$ cat src/sv/fpt_pkg.sv
// fpt_pkg: shared constants for the fault point table
// action and status codes, field widths, default table depth
// no dependencies
`default_nettype none

package fpt_pkg;

	localparam int SLOTS_DEF = 16;

	localparam int ACT_W = 3;
	localparam int DATA_W = 32;
	localparam int STAT_W = 2;

	localparam logic [ACT_W-1:0] ACT_HIT    = 3'd0;
	localparam logic [ACT_W-1:0] ACT_ARM    = 3'd1;
	localparam logic [ACT_W-1:0] ACT_DISARM = 3'd2;
	localparam logic [ACT_W-1:0] ACT_QUERY  = 3'd3;
	localparam logic [ACT_W-1:0] ACT_CLEAR  = 3'd4;

	localparam logic [STAT_W-1:0] ST_OK      = 2'd0;
	localparam logic [STAT_W-1:0] ST_FULL    = 2'd1;
	localparam logic [STAT_W-1:0] ST_MISSING = 2'd2;

endpackage

`default_nettype wire

$ cat src/sv/fpt_ram.sv
// fpt_ram: generic simple dual port ram, one write and one registered read
// width and depth set by parameters; no dependencies
`default_nettype none

module fpt_ram #(
	parameter int WIDTH = 32,
	parameter int DEPTH = 16,
	parameter int AW = (DEPTH > 1) ? $clog2(DEPTH) : 1
) (
	input  wire logic             clk,
	input  wire logic             wr_en,
	input  wire logic [AW-1:0]    wr_addr,
	input  wire logic [WIDTH-1:0] wr_data,
	input  wire logic             rd_en,
	input  wire logic [AW-1:0]    rd_addr,
	output logic      [WIDTH-1:0] rd_data
);

	logic [WIDTH-1:0] mem_q [DEPTH];

	// write port
	always_ff @(posedge clk) begin
		if (wr_en) begin
			mem_q[wr_addr] <= wr_data;
		end
	end

	// registered read, data holds while rd_en is low
	always_ff @(posedge clk) begin
		if (rd_en) begin
			rd_data <= mem_q[rd_addr];
		end
	end

endmodule

`default_nettype wire

$ cat src/sv/fault_point_table.sv
// fault_point_table: associative table of fault points keyed by a 32-bit id
// depends on fpt_pkg and fpt_ram
//
// One transaction in, one transaction out. Hit, arm, disarm and query walk
// the id memory one slot per cycle from slot 0 until the first valid match
// or the last slot, then read value and count of the chosen slot and update
// it where the action calls for it. The walk is serial, as there is a single
// id memory read port and one comparator. Clear all and unused codes skip
// the walk. Valid and armed bits live in flops and reset clears them, so
// there is no clearing pass after reset. The input is not ready while a
// transaction is in work; a finished result waits in the output register
// while the next transaction is taken.
`default_nettype none

module fault_point_table #(
	parameter int SLOTS = fpt_pkg::SLOTS_DEF
) (
	input  wire logic                          clk,
	input  wire logic                          arst_n,
	input  wire logic                          in_valid,
	output logic                               in_ready,
	input  wire logic [fpt_pkg::ACT_W-1:0]     action,
	input  wire logic [fpt_pkg::DATA_W-1:0]    point_id,
	input  wire logic signed [fpt_pkg::DATA_W-1:0] arm_value,
	output logic                               out_valid,
	input  wire logic                          out_ready,
	output logic signed [fpt_pkg::DATA_W-1:0]  injected,
	output logic      [fpt_pkg::DATA_W-1:0]    count,
	output logic      [fpt_pkg::STAT_W-1:0]    status
);

	import fpt_pkg::*;

	localparam int IW = (SLOTS > 1) ? $clog2(SLOTS) : 1;
	localparam logic [IW-1:0] LAST = IW'(SLOTS - 1);

	typedef enum logic [1:0] {
		S_IDLE,
		S_SCAN,
		S_FETCH,
		S_EXEC
	} state_t;

	state_t state_q;

	// captured transaction
	logic [ACT_W-1:0]  act_q;
	logic [DATA_W-1:0] id_q;
	logic [DATA_W-1:0] val_q;

	// per slot flags
	logic [SLOTS-1:0] valid_q;
	logic [SLOTS-1:0] armed_q;

	// scan control
	logic [IW-1:0] scan_q;
	logic          iss_q;
	logic          cmp_vld_s1;
	logic [IW-1:0] cmp_idx_s1;
	logic          free_q;
	logic [IW-1:0] free_idx_q;
	logic          found_q;
	logic          alloc_ok_q;
	logic [IW-1:0] tgt_q;

	// memory ports
	logic [DATA_W-1:0] id_rd, value_rd, hits_rd;
	logic              id_rd_en, fetch_en;
	logic              id_wr_en, value_wr_en, hits_wr_en;
	logic [DATA_W-1:0] value_wr, hits_wr;

	// output register
	logic              out_free;
	logic [DATA_W-1:0] inj_n, cnt_n;
	logic [STAT_W-1:0] st_n;
	logic              set_valid, set_armed, clr_armed, clr_all, exec_go;

	// scan compare
	logic          hit_now, free_now, have_free;
	logic [IW-1:0] free_sel;

	assign in_ready = (state_q == S_IDLE);
	assign out_free = !out_valid || out_ready;
	assign exec_go  = (state_q == S_EXEC) && out_free;
	assign id_rd_en = (state_q == S_SCAN) && iss_q;
	assign fetch_en = (state_q == S_FETCH);

	assign hit_now   = cmp_vld_s1 && valid_q[cmp_idx_s1] && (id_rd == id_q);
	assign free_now  = !free_q && !valid_q[cmp_idx_s1];
	assign have_free = free_q || free_now;
	assign free_sel  = free_q ? free_idx_q : cmp_idx_s1;

	fpt_ram #(.WIDTH(DATA_W), .DEPTH(SLOTS), .AW(IW)) u_id_ram (
		.clk     (clk),
		.wr_en   (id_wr_en),
		.wr_addr (tgt_q),
		.wr_data (id_q),
		.rd_en   (id_rd_en),
		.rd_addr (scan_q),
		.rd_data (id_rd)
	);

	fpt_ram #(.WIDTH(DATA_W), .DEPTH(SLOTS), .AW(IW)) u_value_ram (
		.clk     (clk),
		.wr_en   (value_wr_en),
		.wr_addr (tgt_q),
		.wr_data (value_wr),
		.rd_en   (fetch_en),
		.rd_addr (tgt_q),
		.rd_data (value_rd)
	);

	fpt_ram #(.WIDTH(DATA_W), .DEPTH(SLOTS), .AW(IW)) u_hits_ram (
		.clk     (clk),
		.wr_en   (hits_wr_en),
		.wr_addr (tgt_q),
		.wr_data (hits_wr),
		.rd_en   (fetch_en),
		.rd_addr (tgt_q),
		.rd_data (hits_rd)
	);

	// action execution: result and slot updates
	always_comb begin
		inj_n       = '0;
		cnt_n       = '0;
		st_n        = ST_OK;
		set_valid   = 1'b0;
		set_armed   = 1'b0;
		clr_armed   = 1'b0;
		clr_all     = 1'b0;
		id_wr_en    = 1'b0;
		value_wr_en = 1'b0;
		hits_wr_en  = 1'b0;
		value_wr    = '0;
		hits_wr     = '0;
		case (act_q)
			ACT_HIT: begin
				if (found_q) begin
					hits_wr_en = exec_go;
					hits_wr    = hits_rd + 32'd1;
					inj_n      = armed_q[tgt_q] ? value_rd : '0;
				end else if (alloc_ok_q) begin
					set_valid   = exec_go;
					clr_armed   = exec_go;
					id_wr_en    = exec_go;
					value_wr_en = exec_go;
					hits_wr_en  = exec_go;
					hits_wr     = 32'd1;
				end else begin
					st_n = ST_FULL;
				end
			end
			ACT_ARM: begin
				if (found_q || alloc_ok_q) begin
					set_armed   = exec_go;
					value_wr_en = exec_go;
					value_wr    = val_q;
					if (!found_q) begin
						set_valid  = exec_go;
						id_wr_en   = exec_go;
						hits_wr_en = exec_go;
					end
				end else begin
					st_n = ST_FULL;
				end
			end
			ACT_DISARM: begin
				if (found_q) begin
					clr_armed = exec_go;
				end else begin
					st_n = ST_MISSING;
				end
			end
			ACT_QUERY: begin
				if (found_q) begin
					cnt_n = hits_rd;
				end else begin
					st_n = ST_MISSING;
				end
			end
			ACT_CLEAR: begin
				clr_all = exec_go;
			end
			default: begin
			end
		endcase
	end

	// sequencer, slot flags and output register
	always_ff @(posedge clk or negedge arst_n) begin
		if (!arst_n) begin
			state_q    <= S_IDLE;
			act_q      <= '0;
			id_q       <= '0;
			val_q      <= '0;
			valid_q    <= '0;
			armed_q    <= '0;
			scan_q     <= '0;
			iss_q      <= 1'b0;
			cmp_vld_s1 <= 1'b0;
			cmp_idx_s1 <= '0;
			free_q     <= 1'b0;
			free_idx_q <= '0;
			found_q    <= 1'b0;
			alloc_ok_q <= 1'b0;
			tgt_q      <= '0;
			out_valid  <= 1'b0;
			injected   <= '0;
			count      <= '0;
			status     <= ST_OK;
		end else begin
			if (out_valid && out_ready && !exec_go) begin
				out_valid <= 1'b0;
			end
			case (state_q)
				S_IDLE: begin
					if (in_valid) begin
						act_q      <= action;
						id_q       <= point_id;
						val_q      <= arm_value;
						scan_q     <= '0;
						iss_q      <= 1'b1;
						cmp_vld_s1 <= 1'b0;
						free_q     <= 1'b0;
						found_q    <= 1'b0;
						alloc_ok_q <= 1'b0;
						if (action == ACT_HIT || action == ACT_ARM ||
						    action == ACT_DISARM || action == ACT_QUERY) begin
							state_q <= S_SCAN;
						end else begin
							state_q <= S_EXEC;
						end
					end
				end
				S_SCAN: begin
					cmp_idx_s1 <= scan_q;
					if (hit_now) begin
						// first valid match ends the walk
						found_q    <= 1'b1;
						tgt_q      <= cmp_idx_s1;
						cmp_vld_s1 <= 1'b0;
						iss_q      <= 1'b0;
						state_q    <= S_FETCH;
					end else begin
						// issue one id read per cycle
						if (iss_q) begin
							if (scan_q == LAST) begin
								iss_q <= 1'b0;
							end else begin
								scan_q <= scan_q + 1'b1;
							end
						end
						// remember the lowest free slot
						if (cmp_vld_s1 && free_now) begin
							free_q     <= 1'b1;
							free_idx_q <= cmp_idx_s1;
						end
						// last slot compared without a match
						if (cmp_vld_s1 && cmp_idx_s1 == LAST) begin
							tgt_q      <= free_sel;
							alloc_ok_q <= have_free;
							cmp_vld_s1 <= 1'b0;
							state_q    <= S_FETCH;
						end else begin
							cmp_vld_s1 <= iss_q;
						end
					end
				end
				S_FETCH: begin
					state_q <= S_EXEC;
				end
				S_EXEC: begin
					if (out_free) begin
						out_valid <= 1'b1;
						injected  <= inj_n;
						count     <= cnt_n;
						status    <= st_n;
						state_q   <= S_IDLE;
						if (clr_all) begin
							valid_q <= '0;
							armed_q <= '0;
						end
						if (set_valid) begin
							valid_q[tgt_q] <= 1'b1;
						end
						if (set_armed) begin
							armed_q[tgt_q] <= 1'b1;
						end
						if (clr_armed) begin
							armed_q[tgt_q] <= 1'b0;
						end
					end
				end
				default: begin
					state_q <= S_IDLE;
				end
			endcase
		end
	end

endmodule

`default_nettype wire
$ cat config.mk
export PLATFORM = sky130hd
export DESIGN_NAME = fault_point_table
export DESIGN_NICKNAME = d
export VERILOG_FILES = /design/src/sv/fpt_pkg.sv /design/src/sv/fpt_ram.sv /design/src/sv/fault_point_table.sv
export SDC_FILE = /design/constraint.sdc
export NUM_CORES = 2
export LEC_CHECK = 0
export BUFFER_PORTS_ARGS = -buffer_cell sky130_fd_sc_hd__buf_2
export CAP_MARGIN = 30
export CORE_AREA = 4 4 488 490
export CTS_CLUSTER_DIAMETER = 60
export DETAILED_ROUTE_END_ITERATION = 8
export DIE_AREA = 0 0 492 494
export PLACE_DENSITY = 0.45
export REMOVE_ABC_BUFFERS = 1
export SYNTH_ARGS = -nofsm -noshare
export SYNTH_HDL_FRONTEND = slang
export SYNTH_SLANG_ARGS = --single-unit
export TNS_END_PERCENT = 10
$ cat constraint.sdc
create_clock -name clk -period 3.7 [get_ports clk]
set_clock_uncertainty 0.05 [all_clocks]
set_input_delay 0.37 -clock clk [delete_from_list [all_inputs] [get_ports clk]]
set_output_delay 0.37 -clock clk [all_outputs]
set_load 0.02 [all_outputs]
==> impl_metrics.json <==
{
  "fillCellCount": 21700,
  "io_pins": 139,
  "grt_max_degree": 83,
  "seqPwrFrac": 0.524,
  "required_ps": 4180,
  "hold-worst-slack_ps": 93.9,
  "rsz0062_at_grt": "false",
  "rows": 178,
  "post-route-period-util": 0.877,
  "post_cts_resized": 0,
  "synth_top_area_frac": 0.703,
  "start_util": 0.298,
  "crit_slowest_cell": "nor2_1",
  "yosysWarnings": 0,
  "cts_max_level": 4,
  "route.vias.total": 34100,
  "fin_cells": 7004,
  "synthDistinctLibCells": 54,
  "p_sw_w": 0.00851,
  "antenna_found_initial": 8,
  "drtPass1Iterations": 5,
  "vias_per_cell": 4.86,
  "io_buffers": 138,
  "avgSynthCellArea_um2": 21.3,
  "ff2ff_path_depth": 7,
  "fin_setup_tns_ps": 0,
  "cts_buffer_depth": 3,
  "cpPeakStageDelay_ps": 650,
  "grt_pass1_vias": 35800,
  "reg.largest.list": "u_hits_ram.mem_q x512, u_id_ram.mem_q x512, u_value_ram.mem_q x512",
  "dpl.cell_count": 6551,
  "arrival_ps": 3730,
  "core-area_mm2": 0.234,
  "yosysTopAreaCell": "edfxtp_1",
  "clock_sinks": 1821,
  "power.leakage_nw": 30.8,
  "p_int_w": 0.0337,
  "multiInputGateArea_mm2": 0.0156,
  "first_iter_violations": 2736,
  "status": "finished, final reports clean",
  "wl_um": 187000,
  "critical_path.startpoint_type": "flip-flop",
  "power_frac_clock": 0.472,
  "end_kind": "flip-flop",
  "seq_area_mm2": 0.0538,
  "hp-class": "input pin to flip-flop",
  "crit_fanout": 16,
  "gp_congestion": 0.702,
  "drv_cap": 0,
  "p_sw_frac": 0.202,
  "synth_cells": 3273,
  "die_height_um": 494,
  "hold_viol_final": 0,
  "numCtsBuffers": 202,
  "peakVddDrop_uv": 402,
  "cts_tree": "done",
  "drive_gt1_frac": 0.296,
  "slew_viol_final": 0,
  "post-dp-hpwl_um": 96800,
  "power_frac_comb": 0.004,
  "wl_per_cell_um": 26.7,
  "setup_viol": 0,
  "p_per_area_mw_per_mm2": 506,
  "slew_headroom": 0.329,
  "min_path_cells": 4,
  "synth_area_leaders": "edfxtp_1 70%, mux4_2 13%, dfrtp_1 6.8%",
  "die_x_um": 492,
  "dieArea_mm2": 0.243,
  "async_flop_share": 0.104,
  "worstSetupPathType": "flip-flop to flip-flop",
  "cts.clk_slew.worst_paths_ps": 60,
  "final_util": 0.356,
  "crit_chain": "nand3_1 > or3_1 > or3_1 > nor3_2 > nand3_1 > xor2_1 > nor2_1",
  "syn_area_mm2": 0.0697,
  "grtUsageTotal": 0.153,
  "min_period_ps": 3250,
  "tightestPinTransition_ps": 1010,
  "root_buffer": "clkbuf_16",
  "clk_latency_ps": 860,
  "synthToLayoutAreaGrowth_pct": 19.6,
  "ant_nets": 0,
  "fin_nets": 3751,
  "synth_edf_count": 1632,
  "grt_pass1_wl_um": 268000,
  "ys_seq_area_frac": 0.771,
  "ys.flop_type": "edfxtp_1",
  "gr-total-overflow": 0,
  "drc": 0,
  "fmax_mhz": 308,
  "synth_seq_cells": 1821
}
final cells by class:
| class | instances | share of cell area |
|---|---|---|
| well taps | 3150 | 0.0473 |
| multi-input cells | 1262 | 0.188 |
| repair buffers | 368 | 0.0391 |
| clock inverters | 113 | 0.0140 |
| flip-flops and latches | 1821 | 0.645 |
| diodes | 3 | 0.0000901 |
| inverters | 18 | 0.000871 |
| clock buffers | 269 | 0.0662 |
metrics by stage:
stage	power (W)	area (µm²)	setup WS, ps
after floorplan	0.0225	69000	-9560
after global placement	0.0227	76000	532
after detailed placement	0.0227	76000	398
after CTS	0.0428	83400	402
after global routing	0.0437	83400	162
final	0.0422	83400	454
worst paths after layout:
check,startpoint,end,slack (ps)
max,u_hits_ram.rd_data[5]$_DFFE_PP_,u_hits_ram.mem_q[14][30]$_DFFE_PP_,450
min,in_valid,found_q$_DFFE_PN0P_,90
max reg2reg,u_hits_ram.rd_data[5]$_DFFE_PP_,u_hits_ram.mem_q[14][30]$_DFFE_PP_,450
min reg2reg,u_value_ram.rd_data[10]$_DFFE_PP_,injected[10]$_DFFE_PN0N_,410
max in group asynchronous,arst_n,injected[3]$_DFFE_PN0N_,2450
min in group asynchronous,arst_n,id_q[23]$_DFFE_PN0P_,110
critical path, delay by kind of cell, from the launching register on:
| family | cells | cell delay (ps) |
|---|---|---|
| flip-flops | 1 | 430 |
| XOR/XNOR | 1 | 160 |
| AND/OR/NAND/NOR | 6 | 2280 |
power groups by stage:
stage	sequential [W]	combinational, W	clock, W
after global routing	0.0221	0.000202	0.0214
final	0.0221	0.000181	0.0199
after detailed placement	0.0225	0.000134	0
after CTS	0.0221	0.000191	0.0205
after floorplan	0.0225	0.00000114	0
after global placement	0.0225	0.000134	0
routing by layer:
metal	global-route usage	vias to the layer above	part of all wire
li1	-	14400	-
met1	0.207	18600	0.44
met2	0.255	822	0.50
met3	0.0244	244	0.045
met4	0.0418	0	0.024
met5	0	-	0
kinds of logic (layout without fill, tap and decap cells):
group / after synthesis / in the layout / synth area share
buffers and inverters: 190 / 768 / 0.0109
DFF: 1821 / 1821 / 0.771
other: 0 / 3 / 0
and+or+nand+nor: 316 / 316 / 0.0215
xor gates and xnor gates: 58 / 58 / 0.00729
muxes: 600 / 600 / 0.158
adders and majority gates: 7 / 7 / 0.00126
AOI/OAI and AO/OA: 281 / 281 / 0.0301
synthesized netlist by cell type (7+ instances only):
cell type	number
edfxtp_1	1632
mux4_2	393
dfrtp_1	189
mux2i_1	134
nor2_1	113
clkbuf_1	110
nand2_1	80
mux2_2	72
a22o_1	65
a221oi_1	64
a22oi_1	47
o21ai_0	45
xnor2_1	38
and2_1	35
buf_2	31
buf_1	30
a21oi_1	28
nand3_1	23
xor2_1	20
a21o_1	16
inv_1	16
nand4_1	15
nor3_1	12
ha_1	7
timing repair:
item / 4_1_cts / 5_1_grt
setup buffers: 0 / 0
hold buffers: 68 / 0
endpoints found under the hold margin: 146 / 0
cell usage in the layout, fill, tap and decap left out, types with 53 or more instances in the layout:
cell type,n
a221oi_1,64
a22o_1,65
buf_12,53
buf_2,137
buf_4,109
clkbuf_16,204
dfrtp_1,183
dlygate4sd3_1,68
edfxtp_1,1632
mux2_2,72
mux2i_1,134
mux4_2,393
nand2_1,78
nor2_1,64
Note: power is estimated with default switching activity, not from simulation.
